[src/hw/rtl/bdeq_pkg.sv]
`default_nettype none
package bdeq_pkg;

    localparam int DEPTH = 64;
    localparam int IDX_W = (DEPTH > 1) ? $clog2(DEPTH) : 1;
    localparam int CNT_W = $clog2(DEPTH + 1);

    localparam logic [2:0] OP_PUSH_FRONT = 3'd0;
    localparam logic [2:0] OP_PUSH_BACK  = 3'd1;
    localparam logic [2:0] OP_POP_FRONT  = 3'd2;
    localparam logic [2:0] OP_POP_BACK   = 3'd3;
    localparam logic [2:0] OP_READ_ALL   = 3'd4;

    localparam logic [1:0] ST_OK        = 2'd0;
    localparam logic [1:0] ST_OVERFLOW  = 2'd1;
    localparam logic [1:0] ST_UNDERFLOW = 2'd2;

    // chain commands, broadcast to every cell
    localparam logic [2:0] CMD_HOLD    = 3'd0;
    localparam logic [2:0] CMD_SHIFT_R = 3'd1;
    localparam logic [2:0] CMD_APPEND  = 3'd2;
    localparam logic [2:0] CMD_SHIFT_L = 3'd3;
    localparam logic [2:0] CMD_ROTATE  = 3'd4;

    typedef struct packed {
        logic [2:0]         op;
        logic signed [31:0] value;
    } in_beat_t;

    typedef struct packed {
        logic [1:0]         status;
        logic signed [31:0] data;
        logic               last;
    } out_beat_t;

    typedef struct packed {
        logic [2:0]         cmd;
        logic signed [31:0] value;
    } chain_ctl_t;

endpackage
`default_nettype wire

[src/hw/rtl/bdeq_ctrl.sv]
`default_nettype none
module bdeq_ctrl (
    input  wire logic                 aclk,
    input  wire logic                 aresetn,
    input  wire logic                 s_valid,
    output logic                      s_ready,
    input  wire bdeq_pkg::in_beat_t   s_data,
    output logic                      m_valid,
    input  wire logic                 m_ready,
    output bdeq_pkg::out_beat_t       m_data,
    output bdeq_pkg::chain_ctl_t      ctl,
    input  wire logic signed [31:0]   head_data
);

    localparam logic [1:0] ST_IDLE  = 2'd0;
    localparam logic [1:0] ST_RDOUT = 2'd1;
    localparam logic [1:0] ST_POPB  = 2'd2;

    localparam logic [bdeq_pkg::CNT_W-1:0] FULL_CNT = bdeq_pkg::CNT_W'(bdeq_pkg::DEPTH);

    logic [1:0]                     state_reg, state_next;
    logic [bdeq_pkg::CNT_W-1:0]     count_reg, count_next;
    logic [bdeq_pkg::IDX_W-1:0]     k_reg, k_next;
    logic                           m_valid_reg;
    bdeq_pkg::out_beat_t            m_data_reg;
    bdeq_pkg::out_beat_t            out_next;
    logic                           out_load;
    logic                           out_free;
    logic                           accept;
    logic                           is_full;
    logic                           is_empty;
    logic                           k_at_end;

    assign out_free = !m_valid_reg || m_ready;
    assign s_ready  = (state_reg == ST_IDLE) && out_free;
    assign accept   = s_valid && s_ready;
    assign is_full  = count_reg == FULL_CNT;
    assign is_empty = count_reg == '0;
    assign k_at_end = bdeq_pkg::CNT_W'(k_reg) == (count_reg - bdeq_pkg::CNT_W'(1));

    always_comb begin
        state_next      = state_reg;
        count_next      = count_reg;
        k_next          = k_reg;
        ctl.cmd         = bdeq_pkg::CMD_HOLD;
        ctl.value       = s_data.value;
        out_load        = 1'b0;
        out_next.status = bdeq_pkg::ST_OK;
        out_next.data   = '0;
        out_next.last   = 1'b1;
        unique case (state_reg)
            ST_IDLE: begin
                if (accept) begin
                    unique case (s_data.op)
                        bdeq_pkg::OP_PUSH_FRONT, bdeq_pkg::OP_PUSH_BACK: begin
                            out_load = 1'b1;
                            if (is_full) begin
                                out_next.status = bdeq_pkg::ST_OVERFLOW;
                            end else begin
                                ctl.cmd    = (s_data.op == bdeq_pkg::OP_PUSH_FRONT) ?
                                             bdeq_pkg::CMD_SHIFT_R : bdeq_pkg::CMD_APPEND;
                                count_next = count_reg + bdeq_pkg::CNT_W'(1);
                            end
                        end
                        bdeq_pkg::OP_POP_FRONT: begin
                            out_load = 1'b1;
                            if (is_empty) begin
                                out_next.status = bdeq_pkg::ST_UNDERFLOW;
                            end else begin
                                out_next.data = head_data;
                                ctl.cmd       = bdeq_pkg::CMD_SHIFT_L;
                                count_next    = count_reg - bdeq_pkg::CNT_W'(1);
                            end
                        end
                        bdeq_pkg::OP_POP_BACK: begin
                            if (is_empty) begin
                                out_load        = 1'b1;
                                out_next.status = bdeq_pkg::ST_UNDERFLOW;
                            end else begin
                                state_next = ST_POPB;
                                k_next     = '0;
                            end
                        end
                        bdeq_pkg::OP_READ_ALL: begin
                            if (is_empty) begin
                                out_load        = 1'b1;
                                out_next.status = bdeq_pkg::ST_UNDERFLOW;
                            end else begin
                                state_next = ST_RDOUT;
                                k_next     = '0;
                            end
                        end
                        default: begin
                        end
                    endcase
                end
            end
            ST_RDOUT: begin
                // emit the head and rotate; count rotations restore the order
                if (out_free) begin
                    out_load      = 1'b1;
                    out_next.data = head_data;
                    out_next.last = k_at_end;
                    ctl.cmd       = bdeq_pkg::CMD_ROTATE;
                    k_next        = k_reg + bdeq_pkg::IDX_W'(1);
                    if (k_at_end) begin
                        state_next = ST_IDLE;
                    end
                end
            end
            ST_POPB: begin
                // count-1 rotations bring the back entry to the head
                if (k_at_end) begin
                    if (out_free) begin
                        out_load      = 1'b1;
                        out_next.data = head_data;
                        ctl.cmd       = bdeq_pkg::CMD_SHIFT_L;
                        count_next    = count_reg - bdeq_pkg::CNT_W'(1);
                        state_next    = ST_IDLE;
                    end
                end else begin
                    ctl.cmd = bdeq_pkg::CMD_ROTATE;
                    k_next  = k_reg + bdeq_pkg::IDX_W'(1);
                end
            end
            default: begin
                state_next = ST_IDLE;
            end
        endcase
    end

    always_ff @(posedge aclk) begin
        if (!aresetn) begin
            state_reg   <= ST_IDLE;
            count_reg   <= '0;
            k_reg       <= '0;
            m_valid_reg <= 1'b0;
        end else begin
            state_reg <= state_next;
            count_reg <= count_next;
            k_reg     <= k_next;
            if (out_load) begin
                m_valid_reg <= 1'b1;
            end else if (m_ready) begin
                m_valid_reg <= 1'b0;
            end
        end
    end

    always_ff @(posedge aclk) begin
        if (out_load) begin
            m_data_reg <= out_next;
        end
    end

    assign m_valid = m_valid_reg;
    assign m_data  = m_data_reg;

    assert property (@(posedge aclk) disable iff (!aresetn)
        count_reg <= FULL_CNT)
        else $error("entry count beyond depth");

    assert property (@(posedge aclk) disable iff (!aresetn)
        (state_reg == ST_RDOUT || state_reg == ST_POPB) |-> !is_empty)
        else $error("multi-cycle operation on empty queue");

    assert property (@(posedge aclk) disable iff (!aresetn)
        accept && is_full && (s_data.op == bdeq_pkg::OP_PUSH_FRONT ||
        s_data.op == bdeq_pkg::OP_PUSH_BACK) |=> $stable(count_reg))
        else $error("push on full queue changed the count");

    assert property (@(posedge aclk) disable iff (!aresetn)
        state_reg != ST_IDLE |-> !s_ready)
        else $error("input taken while busy");

    assert property (@(posedge aclk) disable iff (!aresetn)
        out_load |-> out_free)
        else $error("result register overwritten");

endmodule
`default_nettype wire

[config.mk]
export PLATFORM = sky130hd
export DESIGN_NAME = bdeq_ctrl
export DESIGN_NICKNAME = d
export VERILOG_FILES = /design/src/hw/rtl/bdeq_pkg.sv /design/src/hw/rtl/bdeq_ctrl.sv
export SDC_FILE = /design/constraint.sdc
export NUM_CORES = 1
export LEC_CHECK = 0
export BUFFER_PORTS_ARGS = -buffer_cell sky130_fd_sc_hd__buf_2
export CORE_MARGIN = 3
export CORE_UTILIZATION = 47
export DETAILED_ROUTE_END_ITERATION = 8
export GPL_TIMING_DRIVEN = 0
export PLACE_DENSITY = 0.81
export SYNTH_ARGS = -nofsm -noshare
export SYNTH_HDL_FRONTEND = slang
export SYNTH_SLANG_ARGS = --single-unit
[constraint.sdc]
create_clock -name aclk -period 6.1 [get_ports aclk]
set_clock_uncertainty 0.1 [all_clocks]
set_input_delay 0.61 -clock aclk [delete_from_list [all_inputs] [get_ports aclk]]
set_output_delay 0.61 -clock aclk [all_outputs]
set_load 0.03 [all_outputs]
==> metrics.txt <==
Post-synth top cells and2_1, edfxtp_1, buf_4; CP startpoint kind flip-flop; Total Power 1318 µW; via/cell ratio 5.398; Core ar. 6096 µm²; P_int 778.1 µW; DR iter-0 viols 196; Gate Count Post-Synth 296; post-synthesis simple-gate area fraction 0.2115; top-area cell type share of the netlist area 0.3436; Synth Area in Compound Gates 0.1513; DRC errors left 0; period utilisation layout 0.6278; Crit path largest cell delay 0.48 ns; PostCTS Resize Cnt 0; top post-synthesis cells by area edfxtp_1, dfxtp_1, buf_4; fraction of registers with async set/reset 0; worst flop-to-flop path endpoint m_data[29]$_DFFE_PP_; power share of the clock group 0.174; TritonCTS clock tree built; final setup fails 0; RSZ-0062 raised after global routing no; number of synthesized flops with an enable pin 35; Synth Net Count 375; via count 2645; clk_lat worst skew 0.31 ns; Worst VDD drop 0.0002102 V; largest net degree at the start of global routing 16; cell taking the most area after synthesis edfxtp_1; layout cells sized above 1 0.4169; worst slack, placed 2.296 ns; worst hold path type flip-flop to flip-flop; initial cell density of the core 0.5018; Antenna Nets Post-Route 0; final setup margin 2.270 ns; max reg flops 35; register share of total power 0.361; fmax 0.2611 GHz; hold_sp state_reg[0]$_SDFFE_PN0P_; Net Sw Frac 0.4098; crit-path cells buf_2, inv_1, ha_1, buf_6, o21bai_1, a2111oi_0, a21oi_1, a211oi_4, nor3_1, nor3_2, buf_6, buf_6, buf_6; worst reg-to-reg path cell count 13; Buf/Inv on CP 6; combinational family with the most area after synthesis simple AND/OR/NAND/NOR gates; switching pwr 540.3 µW; DP Area 3737 µm²; status completed; Die Area 7513 µm²; depth of the CTS H-tree 2; Seq cells post-synth 51; final hold violations 0; diodes inserted 0; WHS Endpoint state_reg[0]$_SDFFE_PN0P_; Fin Setup TNS 0 ns; hold depth 2; worst reg2reg setup slack 2.27 ns; global-route wire length before repair 11.41 mm; slowest stage cell, crit path a211oi_4; Slew HR 0.5510; crit-path leading delay family compound AO/OA/AOI/OAI gates; gr ovfl total 0; cts hold-fix bufs 0; CP Class flip-flop to flip-flop; vias in the first global route 2451; Max Cap Viol 0; worst-margin pin slew 0.6720 ns; hpwl dp 5.802 mm; Crit path required time 6.02 ns; std cell rows 28; Detailed Routing Iterations Pass 1 5; CTS max path bufs 2; port bufs 109; Syn-to-layout area delta 25.64%; Seq/Total Area, Yosys 0.4483; Synth Area in XOR/XNOR 0.02577; logic gate share of total power 0.465; wire per inst 14.95 µm; Clk Tree Root Cell clkbuf_8; element type at the critical path end flip-flop; Synth Warn # 0; Setup Fix Bufs, Post-CTS 0; Final Cell Area 3844 µm²; Top FF cell, synth edfxtp_1; critical path arrival 3.75 ns; P_leak 0.001675 µW; Final Max Slew Viols 0; TritonCTS buffer count 5; NumNets Final 494; CTS sink cnt 51; gp weighted congestion 0.8362; Cell variety after synth 61; R2R Path Start count_reg[0]$_SDFFE_PN0P_; Cell Area, Synth 3059 µm²; post-synthesis mux area share 0.006953; I/O Pins 143; most frequent CP cell buf_6; pwr/cell area 343.0 nW/µm²; Clk pin slew, worst setup/hold paths 0.09 ns; adder-cell share of the synthesized area 0.03272; gr usage total 0.1880; Period minus WS final 3.830 ns; antenna violations before repair 0; mean post-synth cell area 10.34 µm²; crit path max fanout 11; DRT Wirelength 7.326 mm; Die H 86.68 µm; Die Wd 86.68 µm
per-stage QoR:
stage / hold WS, ns / util / cells
floorplan: 0.3721 / - / 296
global route: 0.4735 / 0.6305 / 490
finish: 0.4395 / 0.6305 / 490
detailed placement: 0.4265 / 0.6131 / 483
CTS: 0.4395 / 0.6305 / 490
global placement: 0.3902 / 0.6067 / 480
layout make-up:
type	count	area, µm²
timing repair buffer	112	579.3
inverter	9	33.78
tap	75	93.84
sequential	51	1371
clock buffer	5	68.82
clock inverter	2	37.54
fill	509	2252
buffer	48	344.1
multi-input combinational	188	1315
power groups by stage:
stage               combinational [µW]  clock [µW]  sequential, µW
floorplan                          323           0             604
global placement                   580           0             489
detailed placement                 611           0             485
CTS                                613         235             476
global route                       662         249             482
finish                             613         230             476
kinds of logic (layout without fill, tap and decap cells):
group,Yosys count,in the layout
adders and majority gates,8,8
xor gates and xnor gates,9,9
and+or+nand+nor,105,105
buffers and inverters,57,176
DFF,51,51
AOI/OAI and AO/OA,64,64
muxes,2,2
worst max-delay path by stage:
stage	start	to	slack (ns)	cells after the start
5_1_grt	count_reg[0]$_SDFFE_PN0P_	m_data[15]$_DFFE_PP_	1.95	13
6_report	count_reg[0]$_SDFFE_PN0P_	m_data[29]$_DFFE_PP_	2.27	13
3_3_place_gp	count_reg[0]$_SDFFE_PN0P_	m_data[3]$_DFFE_PP_	0.05	10
2_1_floorplan	count_reg[0]$_SDFFE_PN0P_	m_data[0]$_SDFFCE_PN1P_	1.06	10
4_1_cts	count_reg[0]$_SDFFE_PN0P_	m_data[3]$_DFFE_PP_	2.24	13
3_5_place_dp	count_reg[0]$_SDFFE_PN0P_	m_data[9]$_DFFE_PP_	2.30	13
cell usage in the layout (no fill, tap or decap), drive strengths merged, types with 5 or more instances in the layout:
cell,synthesis,routed
a21oi,14,14
and2,36,36
buf,41,153
clkbuf,7,12
dfxtp,16,16
edfxtp,35,35
ha,8,8
inv,9,9
nand2,9,9
nand3,7,7
nor2,12,12
nor3,5,5
o21ai,13,13
o31ai,7,7
or4,6,6
xor2,7,7
layer usage:
metal,track usage,vias to the layer above,share of wire
li1,-,1284,-
met1,0.2324,1210,0.40
met2,0.3275,139,0.49
met3,0.03707,12,0.098
met4,0.06232,0,0.017
met5,0,-,0
worst reg2reg max path: stages (launching register included):
cell	delay, ns
dfxtp_1	0.34
buf_2	0.23
inv_1	0.10
ha_1	0.22
buf_6	0.14
o21bai_1	0.15
a2111oi_0	0.43
a21oi_1	0.20
a211oi_4	0.48
nor3_1	0.12
nor3_2	0.47
buf_6	0.23
buf_6	0.17
buf_6	0.16
(Power assumes the default switching activity.)
