--- src/hw/rtl/bdeq_pkg.sv ---
`default_nettype none
package bdeq_pkg;

    localparam int DEPTH = 64;
    localparam int IDX_W = (DEPTH > 1) ? $clog2(DEPTH) : 1;
    localparam int CNT_W = $clog2(DEPTH + 1);

    localparam logic [2:0] OP_PUSH_FRONT = 3'd0;
    localparam logic [2:0] OP_PUSH_BACK  = 3'd1;
    localparam logic [2:0] OP_POP_FRONT  = 3'd2;
    localparam logic [2:0] OP_POP_BACK   = 3'd3;
    localparam logic [2:0] OP_READ_ALL   = 3'd4;

    localparam logic [1:0] ST_OK        = 2'd0;
    localparam logic [1:0] ST_OVERFLOW  = 2'd1;
    localparam logic [1:0] ST_UNDERFLOW = 2'd2;

    // chain commands, broadcast to every cell
    localparam logic [2:0] CMD_HOLD    = 3'd0;
    localparam logic [2:0] CMD_SHIFT_R = 3'd1;
    localparam logic [2:0] CMD_APPEND  = 3'd2;
    localparam logic [2:0] CMD_SHIFT_L = 3'd3;
    localparam logic [2:0] CMD_ROTATE  = 3'd4;

    typedef struct packed {
        logic [2:0]         op;
        logic signed [31:0] value;
    } in_beat_t;

    typedef struct packed {
        logic [1:0]         status;
        logic signed [31:0] data;
        logic               last;
    } out_beat_t;

    typedef struct packed {
        logic [2:0]         cmd;
        logic signed [31:0] value;
    } chain_ctl_t;

endpackage
`default_nettype wire

--- src/hw/rtl/bdeq_cell.sv ---
`default_nettype none
module bdeq_cell (
    input  wire logic                aclk,
    input  wire logic                aresetn,
    input  wire bdeq_pkg::chain_ctl_t ctl,
    input  wire logic signed [31:0]  left_data,
    input  wire logic                left_occ,
    input  wire logic signed [31:0]  right_data,
    input  wire logic                right_occ,
    input  wire logic signed [31:0]  head_data,
    output logic signed [31:0]       data_out,
    output logic                     occ_out
);

    logic signed [31:0] data_reg;
    logic signed [31:0] data_next;
    logic               occ_reg;
    logic               occ_next;
    logic               is_tail;

    assign is_tail = occ_reg && !right_occ;

    always_comb begin
        data_next = data_reg;
        occ_next  = occ_reg;
        unique case (ctl.cmd)
            bdeq_pkg::CMD_SHIFT_R: begin
                data_next = left_data;
                occ_next  = left_occ;
            end
            bdeq_pkg::CMD_APPEND: begin
                // first free cell behind the occupied run takes the beat
                if (!occ_reg && left_occ) begin
                    data_next = ctl.value;
                    occ_next  = 1'b1;
                end
            end
            bdeq_pkg::CMD_SHIFT_L: begin
                data_next = right_data;
                occ_next  = right_occ;
            end
            bdeq_pkg::CMD_ROTATE: begin
                // head wraps around into the tail cell
                data_next = is_tail ? head_data : right_data;
            end
            default: begin
            end
        endcase
    end

    always_ff @(posedge aclk) begin
        if (!aresetn) begin
            occ_reg <= 1'b0;
        end else begin
            occ_reg <= occ_next;
        end
    end

    always_ff @(posedge aclk) begin
        data_reg <= data_next;
    end

    assign data_out = data_reg;
    assign occ_out  = occ_reg;

endmodule
`default_nettype wire

--- config.mk ---
export PLATFORM = sky130hd
export DESIGN_NAME = bdeq_cell
export DESIGN_NICKNAME = d
export VERILOG_FILES = /design/src/hw/rtl/bdeq_pkg.sv /design/src/hw/rtl/bdeq_cell.sv
export SDC_FILE = /design/constraint.sdc
export NUM_CORES = 1
export LEC_CHECK = 0
export ABC_AREA = 1
export BUFFER_PORTS_ARGS = -buffer_cell sky130_fd_sc_hd__buf_4
export CAP_MARGIN = 20
export CORE_ASPECT_RATIO = 1.5
export CORE_MARGIN = 5
export CORE_UTILIZATION = 46
export CTS_BUF_LIST = sky130_fd_sc_hd__clkbuf_2
export DETAILED_ROUTE_END_ITERATION = 8
export GPL_TIMING_DRIVEN = 0
export PLACE_DENSITY = 0.88
export SKIP_LAST_GASP = 1
export SYNTH_ARGS = -nofsm -noshare
export SYNTH_HDL_FRONTEND = slang
export SYNTH_SLANG_ARGS = --single-unit
--- constraint.sdc ---
create_clock -name aclk -period 4.89 [get_ports aclk]
set_input_delay 0.2445 -clock aclk [delete_from_list [all_inputs] [get_ports aclk]]
set_output_delay 0.2445 -clock aclk [all_outputs]
set_load 0.1 [all_outputs]
==> metrics.md, run 1 <==
| Metric | Value |
|---|---|
| Run status | complete, no violations |
| Clk buf depth | 2 |
| CP required | 5.00 ns |
| Cells after DPL | 573 |
| Critical path's largest stage delay | roughly 0.77 ns |
| Worst vdd ir | 0.196 mV |
| CTS tree | built |
| Net Sw Frac | 41.9% |
| CP Buf/Inv Count | 3 |
| Worst setup path category | flip-flop to flip-flop |
| Initial Utilization | 47.0% |
| Pre-antenna DRT Iters | 7 |
| Gate power share | around 45% |
| Post-synth top flop | edfxtp_1 |
| Clock Latency Late Sink | around 0.39 ns |
| Top-level I/O count | 168 |
| Critical path, cell by cell | buf_2, inv_1, nand2_1, o21ai_0, or2_1, buf_16 |
| Final Hold Viols | 0 |
| Share of the synthesized area in the top cell type | 40.2% |
| Worst slew margin | 36.1% |
| Final Max Tran Viols | 0 |
| Synth-to-Final Area Change | 59.8% |
| Area contributors post-synth | edfxtp_1, nand2_1, nand3_1 |
| Crit Reg-Reg Startpoint | occ_out |
| Number of synthesized flops with an enable pin | 32 |
| Avg Cell Area, Syn | 7.09 µm² |
| Dpl hpwl | 7680 µm |
| Count of cell types in the netlist | 18 |
| Least-Margin Pin Slew | 0.959 ns |
| Vias/cell | between 5 and 6 |
| HP Start | aresetn |
| WHS Path Cells | 3 |
| Hold EP | occ_out |
| Area of the die | 6770 µm² |
| Ys Warns | 0 |
| Syn_nets | 472 |
| Cts hold-fix bufs | 0 |
| Worst path arrival time | approximately 2.2 ns |
| CP top delay family | simple AND/OR/NAND/NOR gates |
| Synthesis-stage register bit count | 33 |
| GRT Total Usage | 29.6% |
| CTS resizes | 0 |
| Register area share after synthesis | 41.0% |
| Static Leak | 1.90 nW |
| Setup crit end kind | flip-flop |
| First-pass GRT wire length | 15100 µm |
| Post-route DRC violation count | 0 |
| Via count | 3248 |
| Slowest CP cell | or2_1 |
| Capturing point of the worst reg2reg path | data_out[27] |
| Synth top cells by count | nand2_1, nand3_1, edfxtp_1, nand4_1, buf_2 |
| TritonCTS buffer count | 5 |
| Fmax | 0.488 GHz |
| R2R depth | 6 |
| Pin count of the biggest net entering global routing | 19 |
| Total Wirelength | 10000 µm |
| Reg clk slew, reported paths | 0.18 ns |
| Yosys top cell by area | edfxtp_1 |
| Final Cycle Share | a little over two fifths |
| Final setup viols | 0 |
| Critical path launch point type | flip-flop |
| MaxCap Viol Count | 0 |
| # H-tree levels | 2 |
| Post-CTS Setup Bufs | 0 |
| Reg-to-reg slack, setup | 2.84 ns |
| Clock network fraction of design power | 19.4% |
| 1st-iter DRT viols | 369 |
| Post-Route Skew | approximately 0.026 ns |
| Final Cell Area | ~3800 µm² |
| Antenna fix cells | 0 |
| Most frequent cell after synthesis | nand2_1 |
| Crit-path max FO | 18 |
| Row count | 32 |
| Core ar. | 5080 µm² |
| PD cells | 260 nW/µm² |
| Placed inst area | 3760 µm² |
| Die height | between 90 and 100 µm |
| TNS Setup | 0 ns |
| Post-Syn Instances | 337 |
| ANT nets after route | 0 |
| IO Port Bufs | 167 |
| Fill count | ~420 |
| Sw Pwr | approximately 410 µW |
| Worst min path class | primary input to flip-flop |
| Synth Cell Area | 2390 µm² |
| Layout cells sized above 1 | 40.4% |
| RSZ-0062 raised after global routing | no |
| Clk sinks | 33 |
| GRT Residual Overflow | 0 |
| Post-synthesis async set-or-reset flop share | 0% |
| Seq pwr share | 35.6% |
| Routed len/inst | 17.2 µm |
| Die width | 68.9 µm |
| Layout Cells excl Fill | 581 |
| RD Place Congestion | around 0.9 |
| Int Pwr | 576 µW |
| Min Clock Period, post-route | 2.05 ns |
| Clock Root Buffer | clkbuf_2 |
| Initial antenna violation count | 0 |
| NumNets Final | 647 |
| Vias in the first global route | 3244 |
## cell families after synthesis
family                 Yosys count  synth area share [%]
buffers and inverters           32                  7.75
AND/OR/NAND/NOR                269                  50.6
AO/OA/AOI/OAI                    3                 0.628
flip-flops                      33                  41.0
## power groups by stage
stage	registers, mW	logic (mW)	clock network [mW]
floorplan	0.548	0.0917	0
finish	0.353	0.446	0.193
global placement	0.359	0.431	0
detailed placement	0.359	0.443	0
CTS	0.353	0.444	0.193
global route	0.355	0.467	0.206
## layout make-up
class,instances,area (µm²),area share (%)
multi-input combinational,272,1220,32.0
inverter,7,26.3,0.688
clock inverter,2,33.8,0.884
tap,68,85.1,2.23
buffer,25,159,4.16
timing repair buffer,168,1280,33.5
sequential,33,981,25.7
clock buffer,6,30.0,0.786
## placed cells by master (no fill, tap or decap)
cell and n:
nor2_4 2, inv_2 3, buf_16 1, clkinv_1 1
nor2_1 1, edfxtp_1 32, buf_6 1, dfxtp_1 1
bufinv_16 1, nand2_1 167, buf_2 13, nand3_1 64
o21ai_0 2, inv_1 4, nand2_4 1, clkbuf_2 6
clkbuf_4 1, or2_1 1, buf_4 177, nand3_4 1
a21oi_1 1, nand4_1 32
## sequential cells by signal, summed over array words and instances (netlist names)
signal / flops
data_out: 32
occ_out: 1
## tightest hold or removal path, delay by kind of cell
kind | cells | cell delay [ns]
buf+inv | 2 | 0.15
compound gates | 1 | 0.03
## worst max-delay path by stage
stage,slack [ns],endpoint,start,cells past startpoint
2_1_floorplan,2.53,data_out[0],occ_out,5
3_3_place_gp,2.58,data_out[5],ctl[34],5
3_5_place_dp,2.81,data_out[29],ctl[34],6
4_1_cts,2.83,data_out[29],occ_out,6
5_1_grt,2.67,data_out[19],occ_out,6
6_report,2.84,data_out[27],occ_out,6
## metal layers
layer,GRT usage (%),part of all wire [%],wire (µm),vias to the layer above
li1,-,-,-,1500
met1,31.3,33,3300,1465
met2,51.4,51,5140,229
met3,6.79,9.5,951,54
met4,16.7,6.3,630,0
met5,0,0,0,-
## metrics by stage
step           setup WS, ns  utilization [%]  total power [mW]  hold WS (ns)
6_report               2.84             75.1             0.991        0.0779
5_1_grt                2.67             75.1              1.03        0.0770
4_1_cts                2.83             75.1             0.990        0.0608
3_5_place_dp           2.81             73.9             0.802         0.483
3_3_place_gp           2.58             73.3             0.790         0.481
2_1_floorplan          2.53                -             0.640         0.354
(Power assumes the default switching activity.)
==> run 2, diff against run 1 <==
--- a/config.mk
+++ b/config.mk
@@ -10,11 +10,11 @@
 export CAP_MARGIN = 20
 export CORE_ASPECT_RATIO = 1.5
 export CORE_MARGIN = 5
-export CORE_UTILIZATION = 46
+export CORE_UTILIZATION = 43
 export CTS_BUF_LIST = sky130_fd_sc_hd__clkbuf_2
 export DETAILED_ROUTE_END_ITERATION = 8
 export GPL_TIMING_DRIVEN = 0
-export PLACE_DENSITY = 0.88
+export PLACE_DENSITY = 0.83
 export SKIP_LAST_GASP = 1
 export SYNTH_ARGS = -nofsm -noshare
 export SYNTH_HDL_FRONTEND = slang
==> constraint.sdc (replaced) <==
create_clock -name aclk -period 1.9 [get_ports aclk]
set_input_delay 0.095 -clock aclk [delete_from_list [all_inputs] [get_ports aclk]]
set_output_delay 0.095 -clock aclk [all_outputs]
set_load 0.1 [all_outputs]
==> run 2 against run 1 <==
Clock skew grew 0.0037 ns. Non-clock buffer count rose by 27. Worst hold slack got worse by 0.061 ns. Highest routed layer unchanged.
==> metrics.md, run 2 (synthesized netlist as in run 1, its figures left out) <==
| Metric | Value |
|---|---|
| Run status | complete, no violations |
| Dpl hpwl | 7460 µm |
| Die width | 70.9 µm |
| Crit Reg-Reg Startpoint | occ_out |
| CP startpoint | occ_out |
| First-pass GRT wire length | 15600 µm |
| Total Wirelength | 10300 µm |
| RD Place Congestion | 0.860 |
| Slowest CP cell | dlygate4sd3_1 |
| CP required | slightly above 2 ns |
| Critical path launch point type | flip-flop |
| IO Port Bufs | 167 |
| CP Buf/Inv Count | 2 |
| Top-level I/O count | 168 |
| Post-route DRC violation count | 0 |
| TNS Setup | 0 ns |
| Worst path arrival time | 1.91 ns |
| Worst setup path category | flip-flop to flip-flop |
| Routed len/inst | between 15 and 20 µm |
| GRT Residual Overflow | 0 |
| Final core occ | 75.0% |
| TritonCTS buffer count | 5 |
| Static Leak | 2.00 nW |
| Reg clk slew, reported paths | 0.20 ns |
| Critical path's largest stage delay | 0.58 ns |
| Worst vdd ir | 0.425 mV |
| Final setup viols | 0 |
| Initial Utilization | 43.8% |
| Fmax | 0.574 GHz |
| ANT nets after route | 0 |
| Clock Latency Late Sink | 0.38 ns |
| Crit-path most repeated cell | nand2_1 |
| Worst slew margin | ~46% |
| Critical path, cell by cell | nand2_2, buf_4, nand2_1, nand2_1, nand2_1, nand4_1, dlygate4sd3_1 |
| Worst min path class | primary input to flip-flop |
| Core ar. | about 5500 µm² |
| Synth-to-Final Area Change | 71.1% |
| Final Hold Viols | 0 |
| 1st-iter DRT viols | 289 |
| Final total power | 2.59 mW |
| CP top delay family | buffers and inverters |
| Least-Margin Pin Slew | 0.804 ns |
| # H-tree levels | 2 |
| Initial antenna violation count | 1 |
| Final Max Tran Viols | 0 |
| Layout cells sized above 1 | 38.5% |
| Clock Root Buffer | clkbuf_2 |
| HP Start | ctl[26] |
| CTS tree | built |
| Final Cycle Share | roughly nine tenths |
| Crit-path max FO | 10 |
| Vias in the first global route | 3334 |
| Row count | 33 |
| Max FFs per register | 32 |
| RSZ-0062 raised after global routing | no |
| Pin count of the biggest net entering global routing | 33 |
| Min Clock Period, post-route | 1.74 ns |
| Clk sinks | 33 |
| Commonest non-fill, non-tap cell in the layout | buf_4 |
| PD cells | 632 nW/µm² |
| Area of the die | 7180 µm² |
| GRT Total Usage | 27.7% |
| Post-CTS Setup Bufs | 0 |
| Setup crit end kind | flip-flop |
| Cells after DPL | 574 |
| Die height | 101 µm |
| Commonest cells after routing, fill and taps aside | buf_4, nand2_1, nand3_1 |
| Post-Route Skew | 0.0301 ns |
| NumNets Final | 674 |
| Vias/cell | 5.44 |
| Via count | 3322 |
| Pre-antenna DRT Iters | 7 |
| Clk buf depth | 2 |
| Layout Cells excl Fill | 611 |
| MaxCap Viol Count | 0 |
run 2: cell count changes in the layout (fill, tap and decap cells not counted):
cell           before  now
buf_16              1    0
or2_1               1    0
nand2_1           167  166
nand2_2             0    1
dlygate4sd3_1       0   29
diode_2             0    1
or2_2               0    1
dfxtp_4             0    1
buf_2              13   12
dfxtp_1             1    0
run 2: final cells by class:
class	instances	area [µm²]
multi-input cells	272	1230
repair buffers	196	1540
inverters	7	26.3
clock inverters	2	33.8
plain buffers	24	154
diodes	1	2.50
well taps	70	87.6
fillers	434	1360
flip-flops and latches	33	985
clock buffers	6	30.0
run 2: repair_timing:
| item | 4_1_cts | 5_1_grt |
|---|---|---|
| resized for setup | 0 | 2 |
| endpoints found under the setup margin | 0 | 37 |
| hold buffers | 27 | 2 |
| endpoints found under the hold margin | 17 | 2 |
run 2: final timing paths:
path	end	slack (ns)	depth (start not counted)
min	data_out[26]	0.02	3
min reg2reg	occ_out	0.75	5
max reg2reg	data_out[4]	0.16	7
max	data_out[4]	0.16	7
run 2: power breakdown:
part | switching [mW] | leakage (nW) | total [mW] | internal [mW]
registers | 0.0220 | 0.321 | 0.912 | 0.890
clock network | 0.259 | 0.0406 | 0.484 | 0.225
logic | 0.786 | 1.64 | 1.19 | 0.404
run 2: metrics by stage:
step | cell area (µm²) | hold WS (ns) | setup WS, ns
final | 4090 | 0.0166 | 0.157
after global routing | 4090 | 0.00407 | 0.0396
after CTS | 4070 | 0.00271 | 0.0144
after detailed placement | 3730 | 0.338 | 0.0775
after global placement | 3730 | 0.324 | 0.0949
after floorplan | 2390 | 0.197 | 0.0165
run 2: tightest hold or removal path: cells and delay by family:
family | cells | cell delay, ns
simple gates | 2 | 0.12
buf+inv | 1 | 0.08
run 2: routing by layer:
metal  global-route usage, %  up-vias  wire length (µm)
met5                       0        -                 0
met2                    51.5      225              5420
met1                    27.9     1501              3450
li1                        -     1550                 -
met3                    5.96       46               865
met4                    16.6        0               568
